`config.mk`:
```
export PLATFORM = sky130hd
export DESIGN_NAME = calendar_date_counter
export DESIGN_NICKNAME = d
export VERILOG_FILES = /design/src/rtl/cdc_pkg.sv /design/src/rtl/calendar_date_counter.sv
export SDC_FILE = /design/constraint.sdc
export NUM_CORES = 1
export LEC_CHECK = 0
export BUFFER_PORTS_ARGS = -buffer_cell sky130_fd_sc_hd__buf_4
export CAP_MARGIN = 20
export CORE_ASPECT_RATIO = 1.1
export CORE_MARGIN = 2
export CORE_UTILIZATION = 56
export CTS_CLUSTER_DIAMETER = 120
export CTS_CLUSTER_SIZE = 25
export DETAILED_ROUTE_END_ITERATION = 10
export GPL_ROUTABILITY_DRIVEN = 0
export GPL_TIMING_DRIVEN = 1
export HOLD_SLACK_MARGIN = 0.02
export PLACE_DENSITY = 0.76
export SLEW_MARGIN = 20
export SYNTH_ARGS = -nofsm -noshare
export SYNTH_HDL_FRONTEND = slang
export SYNTH_SLANG_ARGS = --single-unit
```
`constraint.sdc`:
```
create_clock -name clk -period 7.7 [get_ports clk]
set_input_delay 1.54 -clock clk [delete_from_list [all_inputs] [get_ports clk]]
set_output_delay 1.54 -clock clk [all_outputs]
set_load 0.01 [all_outputs]
```
`src/rtl/cdc_pkg.sv`:
```
// Shared types, constants and calendar helper functions for the calendar date counter.
package cdc_pkg;

	localparam logic [1:0] OP_ADVANCE = 2'd0;
	localparam logic [1:0] OP_SET     = 2'd1;
	localparam logic [1:0] OP_COMPARE = 2'd2;

	localparam logic [1:0] ORD_EARLIER = 2'd0;
	localparam logic [1:0] ORD_EQUAL   = 2'd1;
	localparam logic [1:0] ORD_LATER   = 2'd2;

	localparam logic [13:0] MAX_YEAR   = 14'd9999;
	localparam logic [13:0] RESET_YEAR = 14'd2001;
	localparam logic [2:0]  LAST_WDAY  = 3'd6;
	// 2001-01-01 is a Monday; 2001 mod 4, mod 16 and mod 25 are all 1.
	localparam logic [2:0]  RESET_WDAY = 3'd1;
	localparam logic [1:0]  RESET_R4   = 2'd1;
	localparam logic [3:0]  RESET_R16  = 4'd1;
	localparam logic [4:0]  RESET_R25  = 5'd1;
	localparam logic [4:0]  LAST_R25   = 5'd24;

	typedef struct packed {
		logic [1:0]  opcode;
		logic [4:0]  in_day;
		logic [3:0]  in_month;
		logic [13:0] in_year;
	} cdc_in_t;

	typedef struct packed {
		logic [4:0]  cur_day;
		logic [3:0]  cur_month;
		logic [13:0] cur_year;
		logic [2:0]  weekday;
		logic        leap_flag;
		logic        error_flag;
		logic [1:0]  order;
	} cdc_out_t;

	// Floor of x / 25 for any 14-bit x, by reciprocal multiplication.
	function automatic logic [9:0] div25(input logic [13:0] x);
		logic [26:0] p;
		begin
			p = 27'(x) * 27'd5243;
			return p[26:17];
		end
	endfunction

	function automatic logic [4:0] month_len(input logic [3:0] m, input logic leap);
		case (m)
			4'd1, 4'd3, 4'd5, 4'd7, 4'd8, 4'd10, 4'd12: return 5'd31;
			4'd4, 4'd6, 4'd9, 4'd11: return 5'd30;
			4'd2: return leap ? 5'd29 : 5'd28;
			default: return 5'd0;
		endcase
	endfunction

	function automatic logic [2:0] month_offset(input logic [3:0] m);
		case (m)
			4'd2: return 3'd3;
			4'd3: return 3'd2;
			4'd4: return 3'd5;
			4'd6: return 3'd3;
			4'd7: return 3'd5;
			4'd8: return 3'd1;
			4'd9: return 3'd4;
			4'd10: return 3'd6;
			4'd11: return 3'd2;
			4'd12: return 3'd4;
			default: return 3'd0;
		endcase
	endfunction

	// Since 8 is 1 mod 7, folding octal digits keeps the residue.
	function automatic logic [2:0] mod7(input logic [14:0] x);
		logic [5:0] s;
		logic [3:0] t;
		begin
			s = 6'(x[2:0]) + 6'(x[5:3]) + 6'(x[8:6]) + 6'(x[11:9]) + 6'(x[14:12]);
			t = 4'(s[2:0]) + 4'(s[5:3]);
			return (t >= 4'd7) ? 3'(t - 4'd7) : t[2:0];
		end
	endfunction

	function automatic logic leap_of(input logic [1:0] r4, input logic [3:0] r16,
			input logic [4:0] r25);
		return (r4 == 2'd0) && ((r25 != 5'd0) || (r16 == 4'd0));
	endfunction

endpackage

```
`src/rtl/calendar_date_counter.sv`:
```
// Gregorian date counter with weekday and leap flag, three pipeline stages and a result register.
//
//  channel | handshake               | payload
//  --------+-------------------------+-------------------------------------
//  input   | in_valid / in_ready     | in_item  (opcode, in_day, in_month, in_year)
//  output  | out_valid / out_ready   | out_item (date, weekday, leap, error, order)
//
// One item per cycle while the output is not stalled; each passes stages one to three, then the result register.
// Stages one to three register the operand and work out its divisions by 25 and its weekday;
// the date itself is updated in the cycle that writes the result register.
// The result register holds the stored date, so after reset it reads 2001-01-01, a Monday.
// A stalled output holds the result; stages ahead of it fill their empty slots and then stop.
module calendar_date_counter (
	input  logic              clk,
	input  logic              arst_n,
	input  logic              in_valid,
	output logic              in_ready,
	input  cdc_pkg::cdc_in_t  in_item,
	output logic              out_valid,
	input  logic              out_ready,
	output cdc_pkg::cdc_out_t out_item
);
	import cdc_pkg::*;

	logic     v_s1, v_s2, v_s3, out_valid_q;
	logic     rdy1, rdy2, rdy3, rdy_out;
	cdc_in_t  in_s1, in_s2, in_s3;
	logic [13:0] yy_s2;
	logic [9:0]  qy_s2;
	logic [7:0]  qc_s2;
	logic [5:0]  qq_s2;
	logic        ok_s3;
	logic [2:0]  wd_s3;
	logic [4:0]  r25_s3;
	cdc_out_t    out_q;
	logic [1:0]  r4_q;
	logic [3:0]  r16_q;
	logic [4:0]  r25_q;

	// Stage 2 combinational
	logic [13:0] yy_c;
	logic [9:0]  qc_full, qq_full;
	// Stage 3 combinational
	logic [13:0] rem_c;
	logic [4:0]  r25_c;
	logic        leap_in_c, ok_c;
	logic [14:0] sum_c;
	// Commit
	cdc_out_t    nxt;
	logic [1:0]  n4;
	logic [3:0]  n16;
	logic [4:0]  n25, ml;

	assign rdy_out = !out_valid_q || out_ready;
	assign rdy3    = !v_s3 || rdy_out;
	assign rdy2    = !v_s2 || rdy3;
	assign rdy1    = !v_s1 || rdy2;
	assign in_ready  = rdy1;
	assign out_valid = out_valid_q;
	assign out_item  = out_q;

	always_ff @(posedge clk or negedge arst_n) begin
		if (!arst_n) begin
			v_s1 <= 1'b0;
			v_s2 <= 1'b0;
			v_s3 <= 1'b0;
			out_valid_q <= 1'b0;
		end else begin
			if (rdy1) v_s1 <= in_valid;
			if (rdy2) v_s2 <= v_s1;
			if (rdy3) v_s3 <= v_s2;
			if (rdy_out) out_valid_q <= v_s3;
		end
	end

	always_comb begin
		yy_c    = (in_s1.in_month < 4'd3) ? in_s1.in_year - 14'd1 : in_s1.in_year;
		qc_full = div25({2'b00, yy_c[13:2]});
		qq_full = div25({4'b0000, yy_c[13:4]});
	end

	always_ff @(posedge clk) begin
		if (rdy1) in_s1 <= in_item;
		if (rdy2) begin
			in_s2 <= in_s1;
			yy_s2 <= yy_c;
			qy_s2 <= div25(in_s1.in_year);
			qc_s2 <= qc_full[7:0];
			qq_s2 <= qq_full[5:0];
		end
	end

	always_comb begin
		rem_c = in_s2.in_year - (({4'b0, qy_s2} << 4) + ({4'b0, qy_s2} << 3) + {4'b0, qy_s2});
		r25_c = rem_c[4:0];
		leap_in_c = leap_of(in_s2.in_year[1:0], in_s2.in_year[3:0], r25_c);
		ok_c = (in_s2.in_day != 5'd0) && (in_s2.in_year != 14'd0)
			&& (in_s2.in_year <= MAX_YEAR)
			&& (in_s2.in_day <= month_len(in_s2.in_month, leap_in_c));
		sum_c = 15'(yy_s2) + 15'(yy_s2[13:2]) - 15'(qc_s2) + 15'(qq_s2)
			+ 15'(month_offset(in_s2.in_month)) + 15'(in_s2.in_day);
	end

	always_ff @(posedge clk) begin
		if (rdy3) begin
			in_s3  <= in_s2;
			ok_s3  <= ok_c;
			wd_s3  <= mod7(sum_c);
			r25_s3 <= r25_c;
		end
	end

	always_comb begin
		nxt = out_q;
		nxt.error_flag = 1'b0;
		nxt.order = ORD_EARLIER;
		n4  = r4_q;
		n16 = r16_q;
		n25 = r25_q;
		ml  = month_len(out_q.cur_month, out_q.leap_flag);
		case (in_s3.opcode)
			OP_ADVANCE: begin
				if (out_q.cur_day < ml) begin
					nxt.cur_day = out_q.cur_day + 5'd1;
				end else if (out_q.cur_month < 4'd12) begin
					nxt.cur_day = 5'd1;
					nxt.cur_month = out_q.cur_month + 4'd1;
				end else if (out_q.cur_year < MAX_YEAR) begin
					nxt.cur_day = 5'd1;
					nxt.cur_month = 4'd1;
					nxt.cur_year = out_q.cur_year + 14'd1;
					n4  = r4_q + 2'd1;
					n16 = r16_q + 4'd1;
					n25 = (r25_q == LAST_R25) ? 5'd0 : r25_q + 5'd1;
				end else begin
					nxt.error_flag = 1'b1;
				end
				if (!nxt.error_flag) begin
					nxt.weekday = (out_q.weekday == LAST_WDAY) ? 3'd0 : out_q.weekday + 3'd1;
				end
			end
			OP_SET: begin
				if (ok_s3) begin
					nxt.cur_day = in_s3.in_day;
					nxt.cur_month = in_s3.in_month;
					nxt.cur_year = in_s3.in_year;
					nxt.weekday = wd_s3;
					n4  = in_s3.in_year[1:0];
					n16 = in_s3.in_year[3:0];
					n25 = r25_s3;
				end else begin
					nxt.error_flag = 1'b1;
				end
			end
			OP_COMPARE: begin
				if ({out_q.cur_year, out_q.cur_month, out_q.cur_day}
						< {in_s3.in_year, in_s3.in_month, in_s3.in_day}) begin
					nxt.order = ORD_EARLIER;
				end else if ({out_q.cur_year, out_q.cur_month, out_q.cur_day}
						== {in_s3.in_year, in_s3.in_month, in_s3.in_day}) begin
					nxt.order = ORD_EQUAL;
				end else begin
					nxt.order = ORD_LATER;
				end
			end
			default: ;
		endcase
		nxt.leap_flag = leap_of(n4, n16, n25);
	end

	// The result register doubles as the stored date.
	always_ff @(posedge clk or negedge arst_n) begin
		if (!arst_n) begin
			out_q.cur_day    <= 5'd1;
			out_q.cur_month  <= 4'd1;
			out_q.cur_year   <= RESET_YEAR;
			out_q.weekday    <= RESET_WDAY;
			out_q.leap_flag  <= 1'b0;
			out_q.error_flag <= 1'b0;
			out_q.order      <= ORD_EARLIER;
			r4_q  <= RESET_R4;
			r16_q <= RESET_R16;
			r25_q <= RESET_R25;
		end else if (v_s3 && rdy_out) begin
			out_q <= nxt;
			r4_q  <= n4;
			r16_q <= n16;
			r25_q <= n25;
		end
	end

	a_date_range: assert property (@(posedge clk) disable iff (!arst_n)
		(out_q.cur_month >= 4'd1) && (out_q.cur_month <= 4'd12) && (out_q.cur_day != 5'd0)
		&& (out_q.cur_year != 14'd0) && (out_q.cur_year <= MAX_YEAR))
		else $error("stored date left the valid range");

	a_year_residues: assert property (@(posedge clk) disable iff (!arst_n)
		(r4_q == out_q.cur_year[1:0]) && (r16_q == out_q.cur_year[3:0]) && (r25_q < 5'd25))
		else $error("year residue counters out of step with the stored year");

	a_err_no_order: assert property (@(posedge clk) disable iff (!arst_n)
		out_valid_q |-> !(out_q.error_flag && (out_q.order != ORD_EARLIER)))
		else $error("result carries both an error and an order");

	a_error_holds_date: assert property (@(posedge clk) disable iff (!arst_n)
		(v_s3 && rdy_out && nxt.error_flag) |=> $stable(out_q.cur_year)
		&& $stable(out_q.cur_month) && $stable(out_q.cur_day))
		else $error("failed step changed the stored date");

endmodule

```
[Word-level counts from Yosys, hierarchy flattened]
Memory sizes are Yosys's and may differ from the RTL's. A register that Yosys moved wholly into a read port is not among the register bits.
Cells that the tools add are included.
W data, S select, Z words.
Storage, ports and cells
  output and inout bits: 32
  flip-flop bits (word level): 162
  word-level logic and storage cells: 178
  memories kept: 1
  bits in read-only memories: 48
  bits of input ports: 29
Memory list
  (no name shown): depth 16, width 3, rd ports 1, clocked after memory_dff 1, write ports 0, RTL line cdc_pkg.sv:58  | case (m)
Operators by class
  multipliers: 3
  reduce and logical (&&, ||, !) cells: 34
  mux-type cells: 41
  $lt $le $gt $ge: 8
  $add $sub $neg: 22
  equal/unequal tests: 36
Operators by type and width (count)
  $pmux W26 S2: 1
  $eq A4 B4 Y1 const B: 10
  $eq A4 B3 Y1 const B: 8
  $mux W5: 6
  $pmux W5 S3: 2
  $mux W14: 2
  $mux W26: 1
  $mul A12 B13 Y25 const B: 1
  $eq A23 B23 Y1: 1
  $lt A23 B23 Y1: 1
  $mul A10 B13 Y23 const B: 1
  $mux W23: 1
  $mul A14 B13 Y22 const B: 1
  $mux W4: 5
  $mux W18: 1
  $eq A4 B2 Y1 const B: 4
  $add A14 B12 Y15: 1
  $add A15 B3 Y15: 1
  $add A15 B5 Y15: 1
  $add A15 B6 Y15: 1
  $reduce_bool A5 Y1: 3
  $sub A15 B8 Y15: 1
  $add A14 B1 Y14 const B: 1
  $le A14 B14 Y1 const B: 1
  other kinds (46): 88

[Logic depth before layout (Yosys ltp)]
Gate-level depths: netlist (run 1).
  depth after elaboration: 12
  gate-level depth with buffers: 30
  mapped depth without buffers: 30

[Worst setup path before layout (run 1)]
OpenSTA, ideal clock, no wires.
  path kind: register -> register
  start: register in_s2[20] (netlist bit)
  end: register wd_s3[1], data pin
  stages on the path, launching flop included: 29
  clock period less this slack: 7516 ps
  setup time: 260 ps
  buffers on the path: 0
  required time: 7440 ps
  arrival: 7257 ps
  path slack: 184 ps
  cell sequence: edfxtp_1 > fa_1 > fa_1 > inv_1 > fa_1 > inv_1 > ha_1 > fa_1 > a21o_1 > a21oi_1 > nor2b_1 > o21a_1 > nor2_1 > xnor2_1 > fa_1 > fa_1 > inv_1 > fa_1 > inv_1 > ha_1 > a21o_1 > a21oi_1 > xnor2_1 > inv_1 > fa_1 > inv_1 > ha_1 > a21oi_1 > mux2_2
On the way
  word-level cells in the longest chain between the ends: 8
  elaborated cells on any way between the ends: 9
  those cells by class: 7 x add/sub; 1 x order compare; 1 x mux
RTL lines
  start: declaration: RTL line calendar_date_counter.sv:27  | cdc_in_t in_s1, in_s2, in_s3;
  start signal: assignment: RTL line calendar_date_counter.sv:85  | in_s2 <= in_s1;
  $add A15 B5 Y15 *: RTL line calendar_date_counter.sv:101  | + 15'(month_offset(in_s2.in_month)) + 15'(in_s2.in_day);
  $add A3 B3 Y4: RTL line cdc_pkg.sv:78  | s = 6'(x[2:0]) + 6'(x[5:3]) + 6'(x[8:6]) + 6'(x[11:9]) + 6'(x[14:12]);
  $add A4 B3 Y5: RTL line cdc_pkg.sv:78
  $add A5 B3 Y6: RTL line cdc_pkg.sv:78
  $add A6 B3 Y6 *: RTL line cdc_pkg.sv:78
  $add A3 B3 Y4 *: RTL line cdc_pkg.sv:79  | t = 4'(s[2:0]) + 4'(s[5:3]);
  $ge A4 B3 Y1 / $sub A3 B3 Y3 (equally long branches): RTL line cdc_pkg.sv:80  | return (t >= 4'd7) ? 3'(t - 4'd7) : t[2:0];
  $mux W3 *: RTL line cdc_pkg.sv:80
  end signal: assignment: RTL line calendar_date_counter.sv:108  | wd_s3 <= mod7(sum_c);
  end: declaration: RTL line calendar_date_counter.sv:33  | logic [2:0] wd_s3;
Mark *: on every way between the ends. The rest lies on a longest branch, timed or not.
A chain may end at the register's enable or synchronous reset.

[Final worst setup path (run 1)]
  start: register in_s2[21] (netlist bit)
  end: register wd_s3[1], data pin
The elaborated chain is that of the path after synthesis.

==> impl_results.md, run 1 <==
* Status: finished clean
* Pre-CTS setup slack at -84.5 ps
* Antenna Cells at 0
* Clock latency on the worst-skew pair at 450 ps
* Post-layout worst setup margin at 316 ps
* Proportion of synthesized flip-flops having asynchronous set or reset at 27.3%
* Worst hold margin at 426 ps
* Global Route met1 Usage at 30.6%
* Arr. time, crit path at 7570 ps
* Instance count of the mapped netlist at 1568
* Summed area of non-filler cells in the final layout at 18200 um^2
* Die outline height at 183 um
* Global-route total usage across every layer at 24.3%
* Leading cell type in the layout, fill and taps excluded: sky130_fd_sc_hd__inv_1
* Wire length of the first global-routing pass at 59.3 mm
* Routed wire length at 35.5 mm
* Setup TNS at 0 ps
* Vias in the first global route at 12.0k
* Met3 global-route usage at 3.71%
* Number of instances on the worst hold path at 0
* Routed wire per std cell at 17.4 um
* Global route hottest layer: met2
* Area of the core at 28700 um^2
* Number of inserted filler cells in the final layout at 2213
* Count of yosys warnings during synthesis at 0
* Cell repeated most along the worst path: sky130_fd_sc_hd__fa_1
* Final setup violation count at 0
* Capture instance of the worst register-to-register path: wd_s3[1]$_DFFE_PP_
* Final clock period utilization by the worst path at 95.9%
* Register clock-pin slew on the reported worst setup and hold paths at 70 ps
* Leading cell types in the layout, fill and taps excluded: sky130_fd_sc_hd__inv_1 (342), sky130_fd_sc_hd__ha_1 (286), sky130_fd_sc_hd__fa_1 (149)
* Number of sinks handled by clock tree synthesis at 165
* DRC violation total after the first TritonRoute iteration at 735
* Post-route DRC violation count at 0
* Hold Vio Cnt, Final at 0
* Critical path data required time at 7890 ps
* Worst hold path startpoint: in_s2[23]$_DFFE_PP_
* CP peak stage delay at 550 ps
* Initial core utilization at 57.0%
* Fraction of layout cells with a size suffix above 1 at 10.7%
* Maximum number of pins on one net before global-route repair at 46
* Endpoint of the worst hold path: in_s3[23]$_DFFE_PP_
* Achievable clock frequency at 135 MHz
* Die footprint at 30600 um^2
* Number of enable flip-flop cells after synthesis at 117
* Leading post-synthesis cells by cell area: sky130_fd_sc_hd__ha_1 (22%), sky130_fd_sc_hd__edfxtp_1 (21%), sky130_fd_sc_hd__fa_1 (18%)
* Die outline width at 167 um
* Headroom to the max-slew limit at 24.9%
* Transition time at the pin with the least slew margin at 1120 ps
* Largest fanout on the critical path at 4
* Sequential cell area fraction in the yosys report at 28.8%
* Final worst path period need at 7380 ps
* GR met2 Demand/Resource at 42.9%
* Synthesized area at 16400 um^2
* Number of vias after detailed routing at 11.5k
* Number of antenna violations at the first check in global routing at 1
* Level count of the clock H-tree at 4
* MaxCap Viol Count at 0
* Num rows at 65
* Routed vias/inst at 5.61
* Number of distinct standard cells referenced by the synthesized netlist at 74
* Gate family responsible for the most delay along the worst path: adder cells
* Area post-placement at 17400 um^2
* Fin Clk Skew at 12.6 ps
* Category of the worst setup path launch point: flip-flop
* Grt total ovfl at 0
* First-pass DRT Iterations at 5
* Worst setup slack for register-to-register paths at 320 ps
* Post-Syn Nets at 2037
* Cell type contributing the most total cell area after synthesis: sky130_fd_sc_hd__ha_1
* Layout overhead on the synthesized area at 11.1%
* Reg2reg start: in_s2[21]$_DFFE_PP_
* Worst setup path class: reg -> reg
* Mapped Avg Cell Area at 10.4 um^2
* Highest-delay cell along the critical path: sky130_fd_sc_hd__fa_1
* Area share of the largest cell type after synthesis at 22.1%
* Worst setup EP type: flip-flop
* Number of buffers on the longest clock path at 2
* Clock tree from TritonCTS: done
* Top-Level Pins at 61
* Count of antenna-violating nets left after detailed routing at 0
* Port buffer count at 60
* Placed wire-length estimate at 28.8 mm
* Count of cells along the worst register-to-register path at 27
* Total CTS buffers at 17
* Hold/Removal Path Class: reg -> reg
* Number of nets in the layout at 2133
* Number of buffer and inverter stages on the critical path at 6
* Ys flop type: sky130_fd_sc_hd__edfxtp_1
* Pins over their slew limit at 0
* Register bit total from synthesis at 165
* Root buf cell: sky130_fd_sc_hd__clkbuf_16
[what timing repair did]
action,in CTS,in global routing
endpoints found under the setup margin,1,5
resized for setup,2,9
buffers inserted,2,6
hold buffers,0,0
pin swaps,3,11
[layout make-up]
type | instances | area (um^2) | share of cell area (%)
multi-input combinational | 1039 | 10300 | 56.8
sequential | 165 | 4720 | 25.9
inverter | 343 | 1290 | 7.08
timing repair buffer | 98 | 736 | 4.04
tap | 368 | 460 | 2.53
clock buffer | 17 | 425 | 2.34
clock inverter | 15 | 241 | 1.33
[worst reg2reg max path, stage by stage, from the launching register on]
cell and delay (ps):
sky130_fd_sc_hd__edfxtp_1 470, sky130_fd_sc_hd__fa_1 550, sky130_fd_sc_hd__fa_1 550, sky130_fd_sc_hd__inv_1 50, sky130_fd_sc_hd__fa_1 520, sky130_fd_sc_hd__inv_1 70
sky130_fd_sc_hd__fa_2 390, sky130_fd_sc_hd__a21o_1 190, sky130_fd_sc_hd__a21oi_2 140, sky130_fd_sc_hd__nor2b_1 70, sky130_fd_sc_hd__o21a_1 170, sky130_fd_sc_hd__nor2_2 90
sky130_fd_sc_hd__xnor2_1 140, sky130_fd_sc_hd__fa_1 460, sky130_fd_sc_hd__fa_1 540, sky130_fd_sc_hd__inv_1 50, sky130_fd_sc_hd__fa_1 520, sky130_fd_sc_hd__inv_2 50
sky130_fd_sc_hd__ha_1 290, sky130_fd_sc_hd__a21o_1 170, sky130_fd_sc_hd__a21oi_2 140, sky130_fd_sc_hd__xnor2_1 160, sky130_fd_sc_hd__inv_1 90, sky130_fd_sc_hd__fa_1 500
sky130_fd_sc_hd__inv_1 50, sky130_fd_sc_hd__ha_2 200, sky130_fd_sc_hd__a21oi_2 150, sky130_fd_sc_hd__mux2_2 350
[cell families after synthesis]
group / after synthesis / synth area share (%)
AOI/OAI and AO/OA: 265 / 10.3
and+or+nand+nor: 261 / 8.01
DFF: 165 / 28.8
buffers and inverters: 364 / 8.38
adders and majority gates: 440 / 40.5
xor gates and xnor gates: 60 / 3.21
muxes: 13 / 0.817
[per-stage QoR]
stage | std cells | utilization (%)
floorplan | 1568 | -
global route | 2045 | 63.4
global placement | 2005 | 60.7
CTS | 2039 | 63.1
detailed placement | 2005 | 60.7
finish | 2045 | 63.4
[metal layers]
layer / part of all wire, % / up-vias
met5: 0.037 / -
met4: 2.9 / 2
met3: 4.8 / 75
met2: 51 / 310
met1: 42 / 5601
li1: - / 5484
[how the worst max path moves through the flow]
stage / start / end / cells past startpoint
after global routing: in_s1[1]$_DFFE_PP_ / qc_s2[7]$_DFFE_PP_ / 29
after floorplan: in_s2[20]$_DFFE_PP_ / wd_s3[1]$_DFFE_PP_ / 28
final: in_s2[21]$_DFFE_PP_ / wd_s3[1]$_DFFE_PP_ / 27
after global placement: in_s2[20]$_DFFE_PP_ / wd_s3[1]$_DFFE_PP_ / 28
after CTS: in_s2[20]$_DFFE_PP_ / wd_s3[1]$_DFFE_PP_ / 28
after detailed placement: in_s2[20]$_DFFE_PP_ / wd_s3[1]$_DFFE_PP_ / 28
[sequential cells by signal, summed over array words and instances (netlist names), named ones only]
name       count
v_s3           1
in_s3         25
v_s1           1
in_s1         25
r25_s3         5
out_valid      1
ok_s3          1
r16_q          4
in_s2         25
qq_s2          6
r4_q           2
qy_s2          5
out_item      30
v_s2           1
r25_q          5
yy_s2         14
qc_s2          8
wd_s3          3
[cells in the mapped netlist, drive strengths merged, types with 12 or more instances]
cell type,number
nor3,14
nand2,65
and3,13
nor2,59
a21oi,71
o21ai,83
nand2b,14
xor2,12
nand4,16
nand3,36
dfstp,13
o21a,14
ha,289
a21o,19
edfxtp,117
inv,343
dfrtp,32
clkbuf,16
xnor2,48
fa,151
Power of run 1 is left out: the tool's default activity adds up to more than one toggle a clock period on the data nets, which glitch-free logic cannot reach.
==> run 2, diff against run 1 <==
- PLACE_DENSITY: 0.76 -> 0.73
- TNS_END_PERCENT: unset -> 30
- clock period: 7.7 -> 8.5 ns (I/O delays scaled with it)
==> run 2 against run 1 <==
First-iteration DRC count is 6.4% higher. Routed wire length increased by 0.36%. Largest cell class unchanged. Via count is 0.42% lower. Die area did not move. Fmax fell by 6.5%. Hold slack better by 2.3 ps. Clock skew up 3.1 ps. Sequential cell count did not move. Final cell count decreased by 1.1%.
==> impl_results.md, run 2 (same netlist as run 1, synthesis figures left out) <==
* Cell repeated most along the worst path: sky130_fd_sc_hd__inv_1
* Number of instances on the worst hold path at 0
* Final clock period utilization by the worst path at 92.9%
* Number of vias after detailed routing at 11.4k
* Antenna Cells at 0
* Count of hold-fix buffers inserted at cts at 0
* Initial core utilization at 57.0%
* Unrepaired setup endpoints after global routing: false
* Root buf cell: sky130_fd_sc_hd__clkbuf_16
* Port buffer count at 60
* Die outline width at 167 um
* Worst hold path startpoint: in_s2[23]$_DFFE_PP_
* Final worst path period need at 7890 ps
* Die outline height at 183 um
* Largest fanout on the critical path at 7
* Setup TNS at 0 ps
* Fraction of layout cells with a size suffix above 1 at 8.83%
* Pins over their slew limit at 0
* Critical path data required time at 8680 ps
* Hold/Removal Path Class: reg -> reg
* Leading cell type in the layout, fill and taps excluded: sky130_fd_sc_hd__inv_1
* Die footprint at 30600 um^2
* Maximum number of pins on one net before global-route repair at 46
* Num rows at 65
* Number of buffers on the longest clock path at 2
* Area post-placement at 17300 um^2
* Grt total ovfl at 0
* Resized Gates After CTS at 0
* Area of the core at 28700 um^2
* Status: finished clean
* Number of antenna violations at the first check in global routing at 0
* Number of buffer and inverter stages on the critical path at 6
* Gate family responsible for the most delay along the worst path: adder cells
* Achievable clock frequency at 127 MHz
* Vias in the first global route at 11.7k
* Worst setup slack for register-to-register paths at 610 ps
* Clock tree from TritonCTS: done
* Total CTS buffers at 17
* Hold Vio Cnt, Final at 0
* Summed area of non-filler cells in the final layout at 17900 um^2
* Capture instance of the worst register-to-register path: qc_s2[4]$_DFFE_PP_
* Number of sinks handled by clock tree synthesis at 165
* Category of the worst setup path launch point: flip-flop
* Clock latency on the worst-skew pair at 440 ps
* MaxCap Viol Count at 0
* Transition time at the pin with the least slew margin at 999 ps
* Global-route total usage across every layer at 24.2%
* Top-Level Pins at 61
* First-pass DRT Iterations at 5
* Reg2reg start: in_s1[1]$_DFFE_PP_
* Highest-delay cell along the critical path: sky130_fd_sc_hd__or4b_2
* Routed wire length at 35.6 mm
* Post-route DRC violation count at 0
* Arr. time, crit path at 8070 ps
* Final setup violation count at 0
* Layout overhead on the synthesized area at 9.40%
* Headroom to the max-slew limit at 33.0%
* Routed wire per std cell at 17.6 um
* Count of antenna-violating nets left after detailed routing at 0
* Worst setup path class: reg -> reg
* Level count of the clock H-tree at 4
* DRC violation total after the first TritonRoute iteration at 782
* Count of cells along the worst register-to-register path at 27
* Number of setup buffers added after CTS at 0
* Endpoint of the worst hold path: in_s3[23]$_DFFE_PP_
* Number of nets in the layout at 2110
* Register clock-pin slew on the reported worst setup and hold paths at 70 ps
* Wire length of the first global-routing pass at 58.8 mm
* Fin Clk Skew at 15.8 ps
* Worst setup EP type: flip-flop
* Leading cell types in the layout, fill and taps excluded: sky130_fd_sc_hd__inv_1 (343), sky130_fd_sc_hd__ha_1 (289), sky130_fd_sc_hd__fa_1 (151)
* CP peak stage delay at 620 ps
* Routed vias/inst at 5.65
* Largest register FFs at 30
* Placed wire-length estimate at 28.5 mm
[run 2: cell types whose count changed in the layout (fill, tap and decap cells not counted), sizes merged]
cell,delta
clkinvlp,-1
clkbuf,+1
bufinv,-5
clkinv,+4
inv,+1
buf,-23
[run 2: worst max-delay path by stage]
stage,startpoint,end,slack [ps],cells past startpoint
2_1_floorplan,in_s2[20]$_DFFE_PP_,wd_s3[1]$_DFFE_PP_,980,28
3_3_place_gp,in_s2[20]$_DFFE_PP_,wd_s3[1]$_DFFE_PP_,800,28
3_5_place_dp,in_s2[20]$_DFFE_PP_,wd_s3[1]$_DFFE_PP_,600,28
4_1_cts,in_s2[20]$_DFFE_PP_,wd_s3[1]$_DFFE_PP_,600,28
5_1_grt,in_s1[4]$_DFFE_PP_,qc_s2[4]$_DFFE_PP_,20,27
6_report,in_s1[1]$_DFFE_PP_,qc_s2[4]$_DFFE_PP_,610,27
[run 2: metal layers]
metal | GRT usage, % | vias to the layer above | part of all wire, %
met5 | 0 | - | 0
met4 | 7.86 | 0 | 2.7
met3 | 2.93 | 65 | 4.0
met2 | 42.8 | 292 | 51
met1 | 30.9 | 5639 | 43
li1 | - | 5428 | -
[run 2: through the flow]
stage | util, % | setup WS (ps) | hold slack, ps | std cells
after global routing | 62.4 | 22.2 | 438 | 2022
final | 62.4 | 606 | 429 | 2022
after CTS | 62.4 | 595 | 432 | 2022
after global placement | 60.3 | 801 | 403 | 1990
after detailed placement | 60.3 | 598 | 410 | 1990
after floorplan | - | 984 | 400 | 1568
[run 2: final cells by class]
class,count,area [um^2]
Clock buffer,18,439
Clock inverter,14,153
Fill cell,2358,10800
Inverter,343,1290
Multi-Input combinational cell,1039,10300
Sequential cell,165,4720
Tap cell,368,460
Timing Repair Buffer,75,563
Power of run 2 is left out for the same reason.
